<file path="config.mk">
export PLATFORM = sky130hd
export DESIGN_NAME = utf8_to_utf16_transcoder_unit
export DESIGN_NICKNAME = d
export VERILOG_FILES = /design/src/hw/rtl/u8u16_pkg.sv /design/src/hw/rtl/u8u16_dpath.sv /design/src/hw/rtl/u8u16_ctrl.sv /design/src/hw/rtl/utf8_to_utf16_transcoder_unit.sv
export SDC_FILE = /design/constraint.sdc
export NUM_CORES = 1
export LEC_CHECK = 0
export BUFFER_PORTS_ARGS = -buffer_cell sky130_fd_sc_hd__buf_2
export CAP_MARGIN = 5
export CORE_MARGIN = 2
export CORE_UTILIZATION = 57
export CTS_CLUSTER_DIAMETER = 100
export DETAILED_ROUTE_END_ITERATION = 8
export PLACE_DENSITY = 0.75
export SLEW_MARGIN = 10
export SYNTH_ARGS = -nofsm -noshare
export SYNTH_HDL_FRONTEND = slang
export SYNTH_SLANG_ARGS = --single-unit
export TNS_END_PERCENT = 1
</file>
<file path="constraint.sdc">
create_clock -name clk -period 8 [get_ports clk]
set_input_delay 1.2 -clock clk [delete_from_list [all_inputs] [get_ports clk]]
set_output_delay 1.2 -clock clk [all_outputs]
set_load 0.02 [all_outputs]
</file>
<file path="src/hw/rtl/u8u16_pkg.sv">
// Shared types and constants for the UTF-8 to UTF-16 transcoder.
// Holds the controller states, the command and status structs and the code constants.
// No dependencies.
package u8u16_pkg;

  localparam logic [15:0] REPLACEMENT = 16'hFFFD;
  localparam logic [20:0] MAX_SCALAR  = 21'h10FFFF;
  localparam logic [20:0] BMP_LIMIT   = 21'h00FFFF;
  localparam logic [20:0] PLANE_BASE  = 21'h010000;
  localparam logic [15:0] HIGH_BASE   = 16'hD800;
  localparam logic [15:0] LOW_BASE    = 16'hDC00;

  localparam logic [7:0] LEAD2_MASK = 8'hE0;
  localparam logic [7:0] LEAD2_CODE = 8'hC0;
  localparam logic [7:0] LEAD3_MASK = 8'hF0;
  localparam logic [7:0] LEAD3_CODE = 8'hE0;
  localparam logic [7:0] LEAD4_MASK = 8'hF8;
  localparam logic [7:0] LEAD4_CODE = 8'hF0;
  localparam logic [7:0] CONT_MASK  = 8'hC0;
  localparam logic [7:0] CONT_CODE  = 8'h80;

  typedef enum logic [1:0] {
    KIND_NONE,
    KIND_UNIT,
    KIND_PAIR,
    KIND_BROKEN
  } kind_t;

  typedef enum logic [1:0] {
    SEL_PROC,
    SEL_LOW,
    SEL_HOLD,
    SEL_REPL
  } out_sel_t;

  typedef enum logic [2:0] {
    ST_IDLE,
    ST_LOW,
    ST_REPLAY,
    ST_RLOW,
    ST_DONE,
    ST_FLUSH
  } state_t;

  typedef struct packed {
    logic     take;
    logic     from_replay;
    logic     clear_window;
    logic     out_load;
    out_sel_t out_sel;
    logic     out_run_end;
    logic     out_text_end;
    logic     hold_load;
    logic     hold_from_low;
  } cmd_t;

  typedef struct packed {
    kind_t kind;
    logic  replay_end;
    logic  replay_empty;
    logic  window_open;
    logic  out_free;
  } status_t;

endpackage

</file>
<file path="src/hw/rtl/u8u16_dpath.sv">
// Datapath of the transcoder: decode window, replay buffer, hold and output registers.
// Driven by commands from u8u16_ctrl; depends on u8u16_pkg.
module u8u16_dpath (
  input  logic               clk,
  input  logic               rst,
  input  logic [7:0]         in_byte,
  input  u8u16_pkg::cmd_t    cmd,
  output u8u16_pkg::status_t status,
  input  logic               m_tready,
  output logic               m_tvalid,
  output logic [15:0]        m_tdata,
  output logic               m_tuser,
  output logic               m_tlast
);
  import u8u16_pkg::*;

  logic [7:0]  lead;
  logic [7:0]  wb [3];
  logic [1:0]  fill;
  logic [1:0]  need;
  logic [7:0]  rb [3];
  logic [1:0]  ri;
  logic [1:0]  rn;
  logic [15:0] low_unit;
  logic [15:0] hold_unit;
  logic        out_valid;
  logic [15:0] out_unit;
  logic        out_run_end;
  logic        out_text_end;

  logic [7:0]  x;
  logic [7:0]  c0, c1, c2;
  logic [1:0]  fill_inc;
  logic [1:0]  lead_need;
  logic        complete;
  logic        ok;
  logic [20:0] scalar;
  logic [20:0] v;
  logic [15:0] high;
  logic [15:0] low;
  logic [15:0] proc_unit;
  kind_t       kind;
  logic        out_free;

  always_comb begin
    unique case (ri)
      2'd0:    x = rb[0];
      2'd1:    x = rb[1];
      default: x = rb[2];
    endcase
    if (ri == rn) begin
      x = in_byte;
    end
  end

  assign c0 = (fill == 2'd0) ? x : wb[0];
  assign c1 = (fill == 2'd1) ? x : wb[1];
  assign c2 = (fill == 2'd2) ? x : wb[2];
  assign fill_inc = fill + 2'd1;
  assign complete = (need != 2'd0) && (fill_inc == need);

  always_comb begin
    if ((x & LEAD2_MASK) == LEAD2_CODE) begin
      lead_need = 2'd1;
    end else if ((x & LEAD3_MASK) == LEAD3_CODE) begin
      lead_need = 2'd2;
    end else if ((x & LEAD4_MASK) == LEAD4_CODE) begin
      lead_need = 2'd3;
    end else begin
      lead_need = 2'd0;
    end
  end

  always_comb begin
    unique case (need)
      2'd1: begin
        ok     = (c0 & CONT_MASK) == CONT_CODE;
        scalar = {10'd0, lead[4:0], c0[5:0]};
      end
      2'd2: begin
        ok     = ((c0 & CONT_MASK) == CONT_CODE) && ((c1 & CONT_MASK) == CONT_CODE);
        scalar = {5'd0, lead[3:0], c0[5:0], c1[5:0]};
      end
      default: begin
        ok     = ((c0 & CONT_MASK) == CONT_CODE) && ((c1 & CONT_MASK) == CONT_CODE)
                 && ((c2 & CONT_MASK) == CONT_CODE);
        scalar = {lead[2:0], c0[5:0], c1[5:0], c2[5:0]};
      end
    endcase
  end

  assign v    = scalar - PLANE_BASE;
  assign high = HIGH_BASE + {6'd0, v[19:10]};
  assign low  = LOW_BASE + {6'd0, v[9:0]};

  always_comb begin
    kind      = KIND_NONE;
    proc_unit = REPLACEMENT;
    if (need == 2'd0) begin
      if (!x[7]) begin
        kind      = KIND_UNIT;
        proc_unit = {8'd0, x};
      end else if (lead_need == 2'd0) begin
        kind = KIND_UNIT;
      end
    end else if (complete) begin
      if (!ok) begin
        kind = KIND_BROKEN;
      end else if (scalar > MAX_SCALAR) begin
        kind = KIND_UNIT;
      end else if (scalar > BMP_LIMIT) begin
        kind      = KIND_PAIR;
        proc_unit = high;
      end else begin
        kind      = KIND_UNIT;
        proc_unit = scalar[15:0];
      end
    end
  end

  assign out_free = !out_valid || m_tready;

  assign status.kind         = kind;
  assign status.replay_end   = (kind != KIND_BROKEN) && ((ri + 2'd1) == rn);
  assign status.replay_empty = ri == rn;
  assign status.window_open  = need != 2'd0;
  assign status.out_free     = out_free;

  always_ff @(posedge clk) begin
    if (rst) begin
      fill <= 2'd0;
      need <= 2'd0;
      ri   <= 2'd0;
      rn   <= 2'd0;
    end else begin
      if (cmd.take) begin
        if (need == 2'd0) begin
          if (lead_need != 2'd0) begin
            need <= lead_need;
            fill <= 2'd0;
          end
        end else if (complete) begin
          need <= 2'd0;
          fill <= 2'd0;
        end else begin
          fill <= fill_inc;
        end
        if (cmd.from_replay) begin
          if (kind == KIND_BROKEN) begin
            ri <= ri + 2'd1 - need;
          end else begin
            ri <= ri + 2'd1;
          end
        end else if (kind == KIND_BROKEN) begin
          ri <= 2'd0;
          rn <= need;
        end
      end
      if (cmd.clear_window) begin
        need <= 2'd0;
        fill <= 2'd0;
      end
    end
  end

  always_ff @(posedge clk) begin
    if (cmd.take) begin
      if (need == 2'd0) begin
        if (lead_need != 2'd0) begin
          lead <= x;
        end
      end else begin
        unique case (fill)
          2'd0:    wb[0] <= x;
          2'd1:    wb[1] <= x;
          default: wb[2] <= x;
        endcase
      end
      if (!cmd.from_replay && kind == KIND_BROKEN) begin
        rb[0] <= c0;
        rb[1] <= c1;
        rb[2] <= c2;
      end
      if (kind == KIND_PAIR) begin
        low_unit <= low;
      end
    end
    if (cmd.hold_load) begin
      hold_unit <= cmd.hold_from_low ? low_unit : proc_unit;
    end
  end

  always_ff @(posedge clk) begin
    if (rst) begin
      out_valid <= 1'b0;
    end else if (cmd.out_load) begin
      out_valid <= 1'b1;
    end else if (m_tready) begin
      out_valid <= 1'b0;
    end
  end

  always_ff @(posedge clk) begin
    if (cmd.out_load) begin
      out_run_end  <= cmd.out_run_end;
      out_text_end <= cmd.out_text_end;
      unique case (cmd.out_sel)
        SEL_PROC: out_unit <= proc_unit;
        SEL_LOW:  out_unit <= low_unit;
        SEL_HOLD: out_unit <= hold_unit;
        SEL_REPL: out_unit <= REPLACEMENT;
      endcase
    end
  end

  assign m_tvalid = out_valid;
  assign m_tdata  = out_unit;
  assign m_tuser  = out_run_end;
  assign m_tlast  = out_text_end;

endmodule

</file>
<file path="src/hw/rtl/u8u16_ctrl.sv">
// Controller of the transcoder: sequences input beats, surrogate halves and replays.
// Issues commands to u8u16_dpath; depends on u8u16_pkg.
module u8u16_ctrl (
  input  logic               clk,
  input  logic               rst,
  input  logic               s_tvalid,
  input  logic               s_tlast,
  output logic               s_tready,
  input  u8u16_pkg::status_t status,
  output u8u16_pkg::cmd_t    cmd
);
  import u8u16_pkg::*;

  state_t state;
  state_t state_next;
  logic   step_fin;
  logic   accept;
  logic   flush_now;

  assign s_tready  = (state == ST_IDLE) && status.out_free;
  assign accept    = s_tready && s_tvalid;
  assign flush_now = step_fin && status.window_open;

  always_ff @(posedge clk) begin
    if (rst) begin
      state    <= ST_IDLE;
      step_fin <= 1'b0;
    end else begin
      state <= state_next;
      if (accept) begin
        step_fin <= s_tlast;
      end
    end
  end

  always_comb begin
    state_next = state;
    unique case (state)
      ST_IDLE: begin
        if (accept && status.kind == KIND_PAIR) begin
          state_next = ST_LOW;
        end else if (accept && status.kind == KIND_BROKEN) begin
          state_next = ST_REPLAY;
        end
      end
      ST_LOW: begin
        if (status.out_free) begin
          state_next = ST_IDLE;
        end
      end
      ST_REPLAY: begin
        if (status.out_free) begin
          if (status.kind == KIND_PAIR) begin
            state_next = ST_RLOW;
          end else if (status.replay_end) begin
            state_next = ST_DONE;
          end
        end
      end
      ST_RLOW: begin
        if (status.out_free) begin
          state_next = status.replay_empty ? ST_DONE : ST_REPLAY;
        end
      end
      ST_DONE: begin
        if (status.out_free) begin
          state_next = flush_now ? ST_FLUSH : ST_IDLE;
        end
      end
      ST_FLUSH: begin
        if (status.out_free) begin
          state_next = ST_IDLE;
        end
      end
      default: state_next = ST_IDLE;
    endcase
  end

  always_comb begin
    cmd = '0;
    unique case (state)
      ST_IDLE: begin
        if (accept) begin
          cmd.take = 1'b1;
          unique case (status.kind)
            KIND_UNIT: begin
              cmd.out_load     = 1'b1;
              cmd.out_sel      = SEL_PROC;
              cmd.out_run_end  = 1'b1;
              cmd.out_text_end = s_tlast;
            end
            KIND_NONE: begin
              if (s_tlast) begin
                cmd.clear_window = 1'b1;
                cmd.out_load     = 1'b1;
                cmd.out_sel      = SEL_REPL;
                cmd.out_run_end  = 1'b1;
                cmd.out_text_end = 1'b1;
              end
            end
            KIND_PAIR: begin
              cmd.out_load = 1'b1;
              cmd.out_sel  = SEL_PROC;
            end
            KIND_BROKEN: begin
              cmd.hold_load = 1'b1;
            end
          endcase
        end
      end
      ST_LOW: begin
        if (status.out_free) begin
          cmd.out_load     = 1'b1;
          cmd.out_sel      = SEL_LOW;
          cmd.out_run_end  = 1'b1;
          cmd.out_text_end = step_fin;
        end
      end
      ST_REPLAY: begin
        if (status.out_free) begin
          cmd.take        = 1'b1;
          cmd.from_replay = 1'b1;
          if (status.kind != KIND_NONE) begin
            cmd.out_load  = 1'b1;
            cmd.out_sel   = SEL_HOLD;
            cmd.hold_load = 1'b1;
          end
        end
      end
      ST_RLOW: begin
        if (status.out_free) begin
          cmd.out_load      = 1'b1;
          cmd.out_sel       = SEL_HOLD;
          cmd.hold_load     = 1'b1;
          cmd.hold_from_low = 1'b1;
        end
      end
      ST_DONE: begin
        if (status.out_free) begin
          cmd.out_load     = 1'b1;
          cmd.out_sel      = SEL_HOLD;
          cmd.out_run_end  = !flush_now;
          cmd.out_text_end = step_fin && !status.window_open;
          cmd.clear_window = flush_now;
        end
      end
      ST_FLUSH: begin
        if (status.out_free) begin
          cmd.out_load     = 1'b1;
          cmd.out_sel      = SEL_REPL;
          cmd.out_run_end  = 1'b1;
          cmd.out_text_end = 1'b1;
        end
      end
      default: cmd = '0;
    endcase
  end

endmodule

</file>
<file path="src/hw/rtl/utf8_to_utf16_transcoder_unit.sv">
// Top level of the UTF-8 to UTF-16 transcoder.
// Joins u8u16_ctrl and u8u16_dpath; depends on u8u16_pkg.
//
// Input channel s_*: one UTF-8 byte per beat on s_tdata, s_tlast marks the last byte of a text.
// Output channel m_*: one UTF-16 code unit per beat on m_tdata; m_tuser marks the last unit
// caused by one input byte, m_tlast the last unit of the whole text.
// Units pass through the output register; a unit loaded by an accepted beat is on m_*
// in the cycle after that beat. Throughput: one byte per cycle while m_tready stays high and
// each byte causes at most one unit. A code point above U+FFFF leaves as two surrogate halves
// through the single output register; s_tready is low while ST_LOW sends the low half.
// A malformed window (a byte in it is not a continuation byte) puts U+FFFD in the hold register;
// the controller then walks the replay buffer one byte per cycle while the output register is
// free and closes the run in ST_DONE. A text that ends inside an open window yields one U+FFFD
// on its final beat. Reset clears the window, the replay state and the output register; the user
// must take care that no item is taken during reset, as the block does not enforce it. When the
// receiver stalls, the output beat holds and s_tready drops until the output register frees.
module utf8_to_utf16_transcoder_unit (
  input  logic        clk,
  input  logic        rst,
  input  logic        s_tvalid,
  output logic        s_tready,
  input  logic [7:0]  s_tdata,   // [7:0] text_byte
  input  logic        s_tlast,   // final_byte
  output logic        m_tvalid,
  input  logic        m_tready,
  output logic [15:0] m_tdata,   // [15:0] code_unit
  output logic        m_tuser,   // [0] run_end
  output logic        m_tlast    // text_end
);
  import u8u16_pkg::*;

  cmd_t    cmd;
  status_t status;

  u8u16_ctrl u_ctrl (
    .clk      (clk),
    .rst      (rst),
    .s_tvalid (s_tvalid),
    .s_tlast  (s_tlast),
    .s_tready (s_tready),
    .status   (status),
    .cmd      (cmd)
  );

  u8u16_dpath u_dpath (
    .clk      (clk),
    .rst      (rst),
    .in_byte  (s_tdata),
    .cmd      (cmd),
    .status   (status),
    .m_tready (m_tready),
    .m_tvalid (m_tvalid),
    .m_tdata  (m_tdata),
    .m_tuser  (m_tuser),
    .m_tlast  (m_tlast)
  );

endmodule

</file>
Word-level counts from Yosys, hierarchy flattened:

Memory sizes are Yosys's and may differ from the RTL's.
Index checks and enable logic that the tools add are counted.

* memory bits (writable): 48
* output and inout port bits: 20
* input port bits: 13
* register bits: 68
* memories: 2
* word-level logic and storage cells: 190

* bitwise gates (word level): 1
* reduce and logical (&&, ||, !) cells: 42
* $lt $le $gt $ge: 2
* $add $sub $neg: 6
* equality and inequality tests: 33
* muxes and demuxes: 91

Memory list
* u_dpath.rb: depth 3, width 8, rd ports 3, clocked after memory_dff 0, wr ports 3, RTL line u8u16_dpath.sv:21 `logic [7:0] rb [3];`
* u_dpath.wb: depth 3, width 8, rd ports 3, clocked after memory_dff 0, wr ports 1, RTL line u8u16_dpath.sv:18 `logic [7:0] wb [3];`

Operators by type and width (count)
* two-way mux 16 bit: 7
* one-hot mux 16 bit (4 select lines): 1
* two-way mux 8 bit: 6
* two-way mux 2 bit: 21
* one-hot mux 21 bit (2 select lines): 1
* two-way mux 3 bit: 13
* adder 15 x 11 -> 16 bit, first input constant: 2
* two-way mux 1 bit: 27
* greater-than comparator 21 x 16 -> 1 bit, second input constant: 1
* greater-than comparator 21 bit, second input constant: 1
* subtractor 20 x 17 -> 20 bit, second input constant: 1
* == test 2 bit, second input constant: 9
* one-hot mux 3 bit (6 select lines): 1
* one-hot mux 8 bit (2 select lines): 1
* OR reduction 8 bit: 2
* one-hot mux 3 bit (5 select lines): 1
* zero test 2 bit: 6
* two-way mux 6 bit: 2
* nonzero test 2 bit: 6
* logical AND 1 bit: 11
* == test 2 x 1 -> 1 bit, second input constant: 5
* two-way mux 5 bit: 2
* == test 3 bit, second input constant: 3
* AND reduction 3 bit: 3
* 24 further kinds: 42

Longest topological paths before layout:

Gate-level depths: netlist (run 1).

* word-level depth: 18
* gate-level depth with buffers: 25
* mapped depth without buffers: 23

Modules after synthesis:

A second synthesis (run 1) with hierarchy kept.

* cell total of the unflattened synthesis: 639
* area total of the unflattened synthesis: 6746.5 µm²

By module, submodules not included
* u8u16_dpath: instances 1, cells each 561, seq. area each 3093.0 µm², area each 6200.9 µm²
* u8u16_ctrl: instances 1, cells each 78, seq. area each 80.1 µm², area each 545.5 µm²

Worst setup path after synthesis (run 1):

Ideal clock, no wire load.

* path type: flip-flop to flip-flop
* from: register u_dpath.ri[0]
* to: register u_dpath.out_unit[0], in the netlist u_dpath.m_tdata[0], enable pin
* arrival time: 5089 ps
* data required time: 7576 ps
* clock period less this slack: 5513 ps
* cell stages (with the launch flop): 17
* setup time: 424 ps
* buffers on the path: 1
* slack: 2487 ps
* cells stage by stage: dfxtp_1 inv_1 ha_1 clkbuf_1 nor2_2 a221oi_2 o31a_1 nand4b_1 a2111oi_2 nand4_1 mux2i_2 xnor2_1 nor2b_1 o21a_1 ha_1 a21oi_1 o31ai_1

RTL lines
* from (decl): RTL line u8u16_dpath.sv:22 `logic [1:0] ri;`
* from (signal assigned): RTL line u8u16_dpath.sv:150 `ri <= ri + 2'd1 - need;`
* from (signal assigned): RTL line u8u16_dpath.sv:152 `ri <= ri + 2'd1;`
* to (signal assigned): RTL line u8u16_dpath.sv:208 `SEL_PROC: out_unit <= proc_unit;`
* to (signal assigned): RTL line u8u16_dpath.sv:209 `SEL_LOW: out_unit <= low_unit;`
* to (signal assigned): RTL line u8u16_dpath.sv:210 `SEL_HOLD: out_unit <= hold_unit;`
* to (decl): RTL line u8u16_dpath.sv:27 `logic [15:0] out_unit;`

Worst setup path in the final report (run 1):

* from: register u_dpath.need[0]
* to: register u_dpath.out_unit[9], in the netlist u_dpath.m_tdata[9] (data pin)

* cells in the longest elaborated chain, start to end: 15
* elaborated cells on any way between the ends: 37
* those cells by class: add/sub (2); order compare (2); eq/ne (8); mux (18); reduce/logical (7)

Ends and longest elaborated chain
* from (decl): RTL line u8u16_dpath.sv:20 `logic [1:0] need;`
* from (signal assigned): RTL line u8u16_dpath.sv:139 `need <= lead_need;`
* == test 2 bit or == test 2 x 1 -> 1 bit (tied branches): RTL line u8u16_dpath.sv:75 `unique case (need)`
* one-hot mux 21 bit (2 select lines): RTL line u8u16_dpath.sv:75
* greater-than comparator 21 x 16 -> 1 bit: RTL line u8u16_dpath.sv:111 `end else if (scalar > BMP_LIMIT) begin`
* two-way mux 2 bit: RTL line u8u16_dpath.sv:111
* two-way mux 2 bit: RTL line u8u16_dpath.sv:109 `end else if (scalar > MAX_SCALAR) begin`
* two-way mux 2 bit: RTL line u8u16_dpath.sv:107 `if (!ok) begin`
* two-way mux 2 bit: RTL line u8u16_dpath.sv:106 `end else if (complete) begin`
* two-way mux 2 bit: RTL line u8u16_dpath.sv:99 `if (need == 2'd0) begin`
* == test 2 x 1 -> 1 bit or == test 2 bit (tied branches): RTL line u8u16_ctrl.sv:85 `unique case (status.kind)`
* OR reduction 2 bit (no line)
* one-hot mux 3 bit (2 select lines): RTL line u8u16_ctrl.sv:85
* two-way mux 7 bit: RTL line u8u16_ctrl.sv:83 `if (accept) begin`
* one-hot mux 3 bit (6 select lines): RTL line u8u16_ctrl.sv:81 `unique case (state)`
* == test 2 bit (tied with other cells): RTL line u8u16_dpath.sv:207 `unique case (cmd.out_sel)`
* one-hot mux 16 bit (4 select lines) (*): RTL line u8u16_dpath.sv:207

Mark *: on every way between the ends. The rest lies on a longest branch, timed or not.
A chain may end at the register's enable or synchronous reset.

==> results of run 1 <==
-- stage by stage --
step	total power [mW]	hold WS, ns	area [µm²]	setup WS [ns]
after floorplan	1.60	0.440	6360	2.49
after global placement	1.87	0.454	6630	2.22
after detailed placement	1.90	0.469	6630	1.94
after CTS	2.20	0.483	6790	1.88
after global routing	2.34	0.502	6790	1.27
final	2.22	0.488	6790	1.78
-- Yosys cell counts, drive strengths merged, types with 6 or more instances --
| cell | n |
|---|---|
| o22ai | 12 |
| buf | 8 |
| dfxtp | 13 |
| a31oi | 9 |
| nor2b | 19 |
| a22oi | 8 |
| o21ai | 37 |
| o31ai | 13 |
| inv | 26 |
| a221oi | 11 |
| ha | 16 |
| and3 | 6 |
| nand2 | 53 |
| edfxtp | 97 |
| a221o | 9 |
| mux2i | 7 |
| a22o | 11 |
| mux2 | 12 |
| nor3 | 24 |
| xor2 | 6 |
| a211oi | 6 |
| clkbuf | 22 |
| nor2 | 53 |
| a21oi | 39 |
| a21o | 9 |
-- logic make-up (layout without fill, tap and decap cells) --
| kind of cell | count (synthesis) | count (layout) | synth area share |
|---|---|---|---|
| buf+inv | 57 | 80 | 0.0350 |
| mux | 19 | 19 | 0.0340 |
| fa+ha+maj | 16 | 16 | 0.0315 |
| simple gates | 189 | 189 | 0.146 |
| flops | 110 | 110 | 0.499 |
| compound gates | 199 | 199 | 0.235 |
| xor+xnor | 11 | 11 | 0.0199 |
-- worst paths after layout --
kind	from	to
setup / recovery	u_dpath.need[0]$_SDFFE_PP0P_	u_dpath.m_tdata[9]$_DFFE_PP_
hold / removal	u_dpath.fill[1]$_SDFFE_PP0P_	u_dpath.fill[1]$_SDFFE_PP0P_
setup reg to reg	u_dpath.need[0]$_SDFFE_PP0P_	u_dpath.m_tdata[9]$_DFFE_PP_
hold reg to reg	u_dpath.fill[1]$_SDFFE_PP0P_	u_dpath.fill[1]$_SDFFE_PP0P_
-- power groups by stage --
stage	Clock (mW)	Sequential (mW)	Combinational [mW]
final	0.309	0.843	1.06
after global routing	0.333	0.852	1.15
after CTS	0.312	0.842	1.05
after detailed placement	0	0.855	1.05
after global placement	0	0.851	1.02
after floorplan	0	0.908	0.694
-- area by class of cell --
| class | count | share of cell area |
|---|---|---|
| clock inverter | 5 | 0.00424 |
| multi-input combinational | 434 | 0.439 |
| timing repair buffer | 37 | 0.0291 |
| clock buffer | 11 | 0.0194 |
| tap | 140 | 0.0258 |
| sequential | 110 | 0.467 |
| inverter | 27 | 0.0149 |
-- per-layer routing --
| metal | up-vias | part of all wire |
|---|---|---|
| li1 | 2330 | - |
| met3 | 38 | 0.076 |
| met4 | 0 | 0.033 |
| met2 | 254 | 0.47 |
| met5 | - | 0 |
| met1 | 2517 | 0.42 |
-- worst register-to-register path: cells and delay by family, from the launching register on --
kind                     cells  cell delay [ns]
AO/OA/AOI/OAI                6             1.94
AND/OR/NAND/NOR              6             1.49
buffers and inverters        3             0.95
adder cells (fa/ha/maj)      2             0.58
flip-flops                   1             0.50
multiplexers                 1             0.34
XOR/XNOR                     1             0.13
-- sequential cells by signal (all words and copies together), names as in the netlist, 2 cells and up --
signal	count
u_ctrl.state	3
u_dpath.fill	2
u_dpath.hold_unit	16
u_dpath.lead	5
u_dpath.low_unit	10
u_dpath.m_tdata	16
u_dpath.need	2
u_dpath.rb	24
u_dpath.ri	2
u_dpath.rn	2
u_dpath.wb	24
==> summary.txt, run 1 <==
# setup viols final: 0
worst skew pair latency: 0.41 ns
Final HPWL DP: 12300 µm
clock share of power: 0.139
share of cells above drive strength 1: 0.159
total gr overflow: 0
top cells by area, synth: edfxtp_1, dfxtp_1, ha_1, nand2_1, a21oi_1
worst-path cell chain: inv_1 -> ha_1 -> buf_4 -> inv_1 -> a21oi_1 -> o31ai_1 -> a21boi_0 -> nor3b_1 -> nand4_1 -> mux2i_2 -> xnor2_1 -> nor2b_1 -> o21a_1 -> ha_1 -> and3_1 -> a21oi_1 -> nand2_1 -> nor2_2 -> a221oi_1
Routed WL: 17300 µm
H-tree levels: 3
Die Footprint: 12000 µm²
CTS root buf: clkbuf_8
Leak Pwr: 2.37 nW
Final Util: 0.623
DRT iter0 DRCs: 638
1st-pass router iterations: 5
Seq/Total Area, Yosys: 0.499
mean post-synth cell area: 10.6 µm²
Slew Limit Fails: 0
Slew @ Worst Pin: 1.06 ns
flop2flop setup slack: 1.78 ns
Yosys cell types: 82
area taken by multi-input logic gates: 2980 µm²
Flop pwr share: 0.380
Finished Layout Cells: 764
synthesized instance count: 601
CP Depth: 19
vias in the first global route: 4901
Die Height: 110 µm
outcome: finished, final reports clean
Internal: 1.26 mW
synthesized flop and latch total: 110
switching share of total power: 0.433
routing usage on met3: 0.0480
FFs w/ async S/R, synth: 0
FF-to-FF path depth: 19
max-cap violations: 0
worst hold-check path type: reg2reg
CP Class: reg2reg
clock transition at the registers of the reported paths: 0.10 ns
# nets final: 648
count of standard-cell rows: 38
Setup crit end kind: register
P_sw: 961 µW
Max VDD drop: 223 µV
critical path's top delay family: compound AO/OA/AOI/OAI gates
Synth area leader: edfxtp_1
post-CTS setup buffers: 0
PortBufs: 32
f_max: 0.161 GHz
Period Utilization, post-route: 0.777
CTS tree: done
Final TNS setup: 0 ns
IO Count: 33
Worst setup SP type: register
Die W: 110 µm
cts bufs inserted: 9
Hold Crit Depth: 2
post-layout min period: 6.22 ns
cts repair resizes: 0
Max stage delay on crit path: 0.64 ns
Reg area: 3170 µm²
Global Route met2 Usage: 0.472
n_diodes: 0
Detail Route Antenna Nets: 0
CP max-delay cell: a21oi_1
Cells after DPL: 748
Final Hold Viols: 0
Num Clock Sinks: 110
worst path bufs/invs: 3
drt wl/cell: 22.7 µm
total number of vias: 5139
CP arrival: 6.32 ns
slew margin rel.: 0.290
DR DRC count: 0
largest net degree at the start of global routing: 30
Critical Path RT: 8.11 ns
clk_skew: 0.0136 ns
GR Util All Layers: 0.306
area of the core: 10900 µm²
RSZ-0062 raised after global routing: false
Syn-to-layout area delta: 6.69%
Comb power frac: 0.480
Cell Area, Synth: 6360 µm²
vias per cell: 6.73
number of flops mapped to enable cells by yosys: 97
Top FF cell, synth: edfxtp_1
first-pass GRT wire length: 27000 µm
commonest non-fill, non-tap cell in the layout: edfxtp_1
worst-path fanout max: 29
met1 Resource Use GR: 0.425
Initial Util: 0.584
Clock Path Buffers: 2
GP Congestion: 0.916
peak-usage layer in the global routing report: met2
hold_buf cts: 0
# fillers: 920
Syn. warnings: 0
most frequent cells in the layout: edfxtp_1, nand2_1, nor2_1, a21oi_1, buf_2
Yosys top cell area share: 0.458
Power Dens Cells: 327 nW/µm²
initial antenna violation count: 0
Post-Syn Nets: 630
Note: power is estimated with default switching activity, not from simulation.
==> run 2: changes to the inputs <==
- clock period: 8 -> 6.2 ns (I/O delays scaled with it)
==> summary.txt, run 2 (synthesized netlist as in run 1, its figures left out) <==
outcome: finished, final reports clean (unchanged)
share of cells above drive strength 1: 0.174 (was 0.159)
Initial Util: 0.584 (unchanged)
largest net degree at the start of global routing: 29 (was 30)
CP Class: reg2reg (unchanged)
Die Height: 110 µm (unchanged)
FF-to-FF path depth: 18 (was 19)
total number of vias: 5137 (was 5139)
Final Hold Viols: 0 (unchanged)
Cells after DPL: 756 (was 748)
worst-path cell chain: inv_1 -> ha_1 -> buf_4 -> mux2_2 -> o32ai_1 -> o2111a_1 -> nand4_1 -> mux2i_2 -> xnor2_1 -> nor2b_1 -> o21a_1 -> ha_1 -> nand2b_1 -> a21oi_1 -> nor2_1 -> or2_2 -> nor2_1 -> a221oi_1 (was inv_1 -> ha_1 -> buf_4 -> inv_1 -> a21oi_1 -> o31ai_1 -> a21boi_0 -> nor3b_1 -> nand4_1 -> mux2i_2 -> xnor2_1 -> nor2b_1 -> o21a_1 -> ha_1 -> and3_1 -> a21oi_1 -> nand2_1 -> nor2_2 -> a221oi_1)
H-tree levels: 3 (unchanged)
CP arrival: 5.67 ns (was 6.32 ns)
Worst setup SP type: register (unchanged)
DRT iter0 DRCs: 570 (was 638)
initial antenna violation count: 0 (unchanged)
n_diodes: 0 (unchanged)
worst hold-check path type: reg2reg (unchanged)
vias in the first global route: 5068 (was 4901)
slew margin rel.: 0.293 (was 0.290)
max-cap violations: 0 (unchanged)
Period Utilization, post-route: 0.896 (was 0.777)
# setup viols final: 0 (unchanged)
Detail Route Antenna Nets: 0 (unchanged)
Final TNS setup: 0 ns (unchanged)
Max VDD drop: 207 µV (was 223 µV)
drt wl/cell: 22.3 µm (was 22.7 µm)
Final HPWL DP: 12200 µm (was 12300 µm)
Slew @ Worst Pin: 1.06 ns (about the same)
Hold Crit Depth: 2 (unchanged)
clk_skew: 0.0112 ns (was 0.0136 ns)
cts bufs inserted: 9 (unchanged)
count of standard-cell rows: 38 (unchanged)
area of the core: 10900 µm² (unchanged)
WHS: 0.479 ns (was 0.488 ns)
critical path's top delay family: compound AO/OA/AOI/OAI gates (unchanged)
total gr overflow: 0 (unchanged)
DR DRC count: 0 (unchanged)
# nets final: 656 (was 648)
Leak Pwr: 2.44 nW (was 2.37 nW)
min-delay src: u_ctrl.step_fin$_SDFFE_PP0P_ (was u_dpath.fill[1]$_SDFFE_PP0P_)
GP Congestion: 0.968 (was 0.916)
Power Dens Cells: 426 nW/µm² (was 327 nW/µm²)
CTS tree: done (unchanged)
CTS root buf: clkbuf_8 (unchanged)
worst-path fanout max: 28 (was 29)
RSZ-0062 raised after global routing: false (unchanged)
GR Util All Layers: 0.308 (was 0.306)
placed cell areas: 6700 µm² (was 6630 µm²)
worst path bufs/invs: 2 (was 3)
Setup crit end kind: register (unchanged)
post-layout min period: 5.56 ns (was 6.22 ns)
Finished Layout Cells: 772 (was 764)
worst skew pair latency: 0.40 ns (was 0.41 ns)
PortBufs: 32 (unchanged)
Die W: 110 µm (unchanged)
Syn-to-layout area delta: 8.73% (was 6.69%)
Num Clock Sinks: 110 (unchanged)
1st-pass router iterations: 5 (unchanged)
flop2flop setup slack: 0.64 ns (was 1.78 ns)
clock transition at the registers of the reported paths: 0.11 ns (was 0.10 ns)
IO Count: 33 (unchanged)
first-pass GRT wire length: 27400 µm (was 27000 µm)
Largest regs: u_dpath.rb x24, u_dpath.wb x24 (unchanged)
Critical Path RT: 6.31 ns (was 8.11 ns)
Max stage delay on crit path: 0.69 ns (was 0.64 ns)
Routed WL: 17200 µm (was 17300 µm)
CP max-delay cell: o32ai_1 (was a21oi_1)
Clock Path Buffers: 2 (unchanged)
commonest non-fill, non-tap cell in the layout: edfxtp_1 (unchanged)
Slew Limit Fails: 0 (unchanged)
f_max: 0.180 GHz (was 0.161 GHz)
fin area: 6920 µm² (was 6790 µm²)
Die Footprint: 12000 µm² (unchanged)
RR Startpoint: u_dpath.need[1]$_SDFFE_PP0P_ (was u_dpath.need[0]$_SDFFE_PP0P_)
most frequent cells in the layout: edfxtp_1, nand2_1, nor2_1, a21oi_1, buf_2 (unchanged)
Hold EP: u_ctrl.step_fin$_SDFFE_PP0P_ (was u_dpath.fill[1]$_SDFFE_PP0P_)
post-CTS setup buffers: 0 (unchanged)
RR Endpoint: u_dpath.m_tdata[5]$_DFFE_PP_ (was u_dpath.m_tdata[9]$_DFFE_PP_)
vias per cell: 6.65 (was 6.73)
[run 2: cell types whose count changed in the layout (fill, tap and decap cells not counted), sizes merged]
cell,change
buf,+8
clkbuf,+4
clkinv,-3
clkinvlp,-2
inv,+1
[run 2: worst register-to-register path: cells and delay by family, from the launching register on]
family / cells / cell delay (ns)
AOI/OAI and AO/OA: 5 / 1.51
adders and majority gates: 2 / 0.56
xor gates and xnor gates: 1 / 0.19
and+or+nand+nor: 6 / 1.35
DFF: 1 / 0.49
buffers and inverters: 2 / 0.43
muxes: 2 / 0.73
[run 2: worst max path at each step]
stage | slack, ns | endpoint | cells past startpoint | from
after floorplan | 0.69 | u_dpath.m_tdata[0]$_DFFE_PP_ | 16 | u_dpath.ri[0]$_SDFFE_PP0P_
after global placement | 0.87 | u_dpath.m_tdata[5]$_DFFE_PP_ | 19 | u_dpath.ri[0]$_SDFFE_PP0P_
after detailed placement | 0.61 | u_dpath.m_tdata[5]$_DFFE_PP_ | 21 | u_dpath.ri[0]$_SDFFE_PP0P_
after CTS | 0.54 | u_dpath.m_tdata[5]$_DFFE_PP_ | 19 | u_dpath.ri[0]$_SDFFE_PP0P_
after global routing | 0.16 | u_dpath.m_tdata[5]$_DFFE_PP_ | 19 | u_dpath.ri[0]$_SDFFE_PP0P_
final | 0.64 | u_dpath.m_tdata[5]$_DFFE_PP_ | 18 | u_dpath.need[1]$_SDFFE_PP0P_
[run 2: power by group]
group | internal, mW | switching (mW) | total, mW
clock | 0.218 | 0.248 | 0.467
sequential | 1.02 | 0.0616 | 1.09
combinational | 0.471 | 0.925 | 1.40
total | 1.71 | 1.24 | 2.95
[run 2: area by class of cell]
type	instances	area (µm²)
Fill cell	868	3970
Tap cell	140	175
Clock buffer	15	209
Inverter	27	101
Timing Repair Buffer	45	258
Multi-Input combinational cell	434	3000
Clock inverter	1	6.26
Sequential cell	110	3170
[run 2: routing by layer]
| metal | up-vias | global-route usage | part of all wire |
|---|---|---|---|
| met5 | - | 0 | 0 |
| met2 | 291 | 0.458 | 0.45 |
| met3 | 48 | 0.0522 | 0.093 |
| met1 | 2452 | 0.430 | 0.42 |
| li1 | 2346 | - | - |
| met4 | 0 | 0.170 | 0.038 |
[run 2: through the flow]
step           setup WS, ns  utilization  total power [mW]
3_5_place_dp          0.609        0.615              2.47
2_1_floorplan         0.687            -              2.07
6_report              0.643        0.635              2.95
5_1_grt               0.163        0.635              3.12
4_1_cts               0.536        0.635              2.93
3_3_place_gp          0.872        0.615              2.44
[run 2: what timing repair did]
action,CTS,global route
resized for setup,0,1
endpoints found under the setup margin,0,4
hold buffers,0,0
==> run 3: changes to the inputs <==
- ABC_AREA: default -> 1
- SETUP_SLACK_MARGIN: default -> 0.15
==> summary.txt, run 3 <==
outcome: finished, final reports clean (unchanged)
Num Clock Sinks: 110 (unchanged)
Cell Area, Synth: 6320 µm² (was 6360 µm²)
area of the core: 10800 µm² (was 10900 µm²)
worst setup path start: u_dpath.ri[0]$_SDFFE_PP0P_ (was u_dpath.need[1]$_SDFFE_PP0P_)
Slew @ Worst Pin: 1.02 ns (was 1.06 ns)
Max stage delay on crit path: 0.45 ns (was 0.69 ns)
Final Hold Viols: 0 (unchanged)
Syn-to-layout area delta: 6.91% (was 8.73%)
mean post-synth cell area: 8.72 µm² (was 10.6 µm²)
worst hold-check path type: reg2reg (unchanged)
hold_buf cts: 0 (unchanged)
CP Depth: 26 (was 18)
clk_skew: 0.0135 ns (was 0.0112 ns)
H-tree levels: 3 (unchanged)
Post-Syn Nets: 754 (was 630)
metal3 WL: 1310 µm (was 1600 µm)
Final Util: 0.624 (was 0.635)
top layer in use: met4 (unchanged)
synthesized instance count: 725 (was 601)
DR DRC count: 0 (unchanged)
critical path's top delay family: simple AND/OR/NAND/NOR gates (was compound AO/OA/AOI/OAI gates)
wl on met1: 6680 µm (was 7170 µm)
Clock Path Buffers: 2 (unchanged)
CP max-delay cell: dfxtp_1 (was o32ai_1)
Slew Limit Fails: 0 (unchanged)
Finished Layout Cells: 900 (was 772)
GR Util All Layers: 0.284 (was 0.308)
Yosys cell types: 46 (was 82)
Routed WL: 16000 µm (was 17200 µm)
cts bufs inserted: 9 (unchanged)
synthesized flop and latch total: 110 (unchanged)
Final HPWL DP: 11900 µm (was 12200 µm)
number of flops mapped to enable cells by yosys: 97 (unchanged)
max-cap violations: 0 (unchanged)
FF-to-FF path depth: 26 (was 18)
worst skew pair latency: 0.39 ns (was 0.40 ns)
# fillers: 902 (was 868)
Yosys top cell area share: 0.461 (was 0.458)
Initial Util: 0.583 (was 0.584)
CTS tree: done (unchanged)
post-layout min period: 5.34 ns (was 5.56 ns)
total number of vias: 5246 (was 5137)
Seq/Total Area, Yosys: 0.502 (was 0.499)
first-pass GRT wire length: 25600 µm (was 27400 µm)
RR Endpoint: u_dpath.m_tdata[8]$_DFFE_PP_ (was u_dpath.m_tdata[5]$_DFFE_PP_)
FFs w/ async S/R, synth: 0 (unchanged)
slew margin rel.: 0.319 (was 0.293)
GP Congestion: 0.968 (about the same)
vias in the first global route: 5033 (was 5068)
CTS root buf: clkbuf_8 (unchanged)
WHS: 0.476 ns (was 0.479 ns)
Largest regs: u_dpath.rb x24, u_dpath.wb x24 (unchanged)
most frequent cells in the layout: nand2_1, edfxtp_1, inv_1, nand3_1, nor2_1 (was edfxtp_1, nand2_1, nor2_1, a21oi_1, buf_2)
Detail Route Antenna Nets: 0 (unchanged)
Die Height: 109 µm (was 110 µm)
Final TNS setup: 0 ns (unchanged)
drt wl/cell: 17.8 µm (was 22.3 µm)
RR Startpoint: u_dpath.ri[0]$_SDFFE_PP0P_ (was u_dpath.need[1]$_SDFFE_PP0P_)
Critical Path RT: 6.34 ns (was 6.31 ns)
CP Class: reg2reg (unchanged)
Top FF cell, synth: edfxtp_1 (unchanged)
Leak Pwr: 2.87 nW (was 2.44 nW)
Die Footprint: 12000 µm² (about the same)
Syn. warnings: 0 (unchanged)
n_diodes: 0 (unchanged)
Period Utilization, post-route: 0.862 (was 0.896)
worst path bufs/invs: 6 (was 2)
count leader, synth: nand2_1 (was edfxtp_1)
f_max: 0.187 GHz (was 0.180 GHz)
PortBufs: 32 (unchanged)
Cells after DPL: 884 (was 756)
1st-pass router iterations: 6 (was 5)
# nets final: 784 (was 656)
flop2flop setup slack: 0.86 ns (was 0.64 ns)
Max VDD drop: 370 µV (was 207 µV)
post-CTS setup buffers: 0 (unchanged)
share of cells above drive strength 1: 0.147 (was 0.174)
initial antenna violation count: 0 (unchanged)
CP Capture Point: u_dpath.m_tdata[8]$_DFFE_PP_ (was u_dpath.m_tdata[5]$_DFFE_PP_)
count of standard-cell rows: 38 (unchanged)
Synth area leader: edfxtp_1 (unchanged)
power consumption: 3.40 mW (was 2.95 mW)
cts repair resizes: 0 (unchanged)
RSZ-0062 raised after global routing: false (unchanged)
Worst setup SP type: register (unchanged)
largest net degree at the start of global routing: 29 (unchanged)
commonest non-fill, non-tap cell in the layout: nand2_1 (was edfxtp_1)
IO Count: 33 (unchanged)
met2 wire len: 7460 µm (was 7800 µm)
Setup crit end kind: register (unchanged)
total gr overflow: 0 (unchanged)
vias per cell: 5.83 (was 6.65)
DRT iter0 DRCs: 546 (was 570)
top cells by area, synth: edfxtp_1, nand2_1, nand3_1, inv_1, dfxtp_1 (was edfxtp_1, dfxtp_1, ha_1, nand2_1, a21oi_1)
CP arrival: 5.48 ns (was 5.67 ns)
worst-path fanout max: 16 (was 28)
Post-synth top cells: nand2_1, edfxtp_1, inv_1 (was edfxtp_1, nand2_1, nor2_1)
clock transition at the registers of the reported paths: 0.10 ns (was 0.11 ns)
Power Dens Cells: 503 nW/µm² (was 426 nW/µm²)
Die W: 109 µm (was 110 µm)
# setup viols final: 0 (unchanged)
## run 3: changes by cell type after synthesis, moves of 9 or more
cell / before / now
mux2_2: 10 / 0
clkbuf_1: 22 / 7
nor2b_1: 19 / 0
nand2_4: 0 / 10
nor3_1: 23 / 5
nand2_1: 51 / 221
nand3_1: 4 / 68
o31ai_1: 10 / 1
nand3_2: 0 / 19
o22ai_1: 12 / 0
inv_1: 25 / 80
a22o_1: 11 / 0
a21o_1: 9 / 0
## run 3: worst min-delay path, cell delays in order (launching register included)
cell	delay, ns
dfxtp_1	0.32
nand2_1	0.06
a21oi_1	0.06
## run 3: logic make-up (layout without fill, tap and decap cells)
logic type / Yosys count / count (layout) / synth area share
AO/OA/AOI/OAI: 87 / 87 / 0.0849
buffers and inverters: 104 / 139 / 0.0691
flip-flops: 110 / 110 / 0.502
AND/OR/NAND/NOR: 403 / 403 / 0.306
XOR/XNOR: 5 / 5 / 0.00693
adder cells (fa/ha/maj): 16 / 16 / 0.0317
## run 3: final cells by class
class                           count  area [µm²]  share of cell area
Multi-Input combinational cell    511        2720               0.402
Clock inverter                      7        47.5             0.00703
Clock buffer                        9         124              0.0183
Timing Repair Buffer               38         205              0.0304
Tap cell                          140         175              0.0259
Sequential cell                   110        3170               0.469
Inverter                           85         319              0.0472
## run 3: metal layers
metal,vias up,GRT usage
met2,250,0.455
met5,-,0
met3,48,0.0445
met1,2460,0.378
met4,0,0.140
li1,2488,-
## run 3: how the worst min path moves through the flow
stage	from	end	slack [ns]	cells past startpoint
floorplan	u_ctrl.step_fin$_SDFFE_PP0P_	u_ctrl.step_fin$_SDFFE_PP0P_	0.44	2
global placement	u_ctrl.step_fin$_SDFFE_PP0P_	u_ctrl.step_fin$_SDFFE_PP0P_	0.46	2
detailed placement	u_ctrl.step_fin$_SDFFE_PP0P_	u_ctrl.step_fin$_SDFFE_PP0P_	0.46	2
CTS	u_ctrl.step_fin$_SDFFE_PP0P_	u_ctrl.step_fin$_SDFFE_PP0P_	0.48	2
global route	u_ctrl.step_fin$_SDFFE_PP0P_	u_ctrl.step_fin$_SDFFE_PP0P_	0.52	2
finish	u_ctrl.step_fin$_SDFFE_PP0P_	u_ctrl.step_fin$_SDFFE_PP0P_	0.48	2
## run 3: per-stage QoR
step	setup WS, ns	instance area (µm²)
after global routing	0.382	6760
final	0.857	6760
after detailed placement	0.964	6590
after global placement	1.26	6590
after CTS	0.933	6760
after floorplan	1.08	6320
## run 3: power by group
part	switching (mW)	internal, mW	leakage (nW)
logic	1.34	0.509	1.80
registers	0.0527	1.10	0.988
clock network	0.258	0.147	0.0874
total	1.65	1.75	2.87
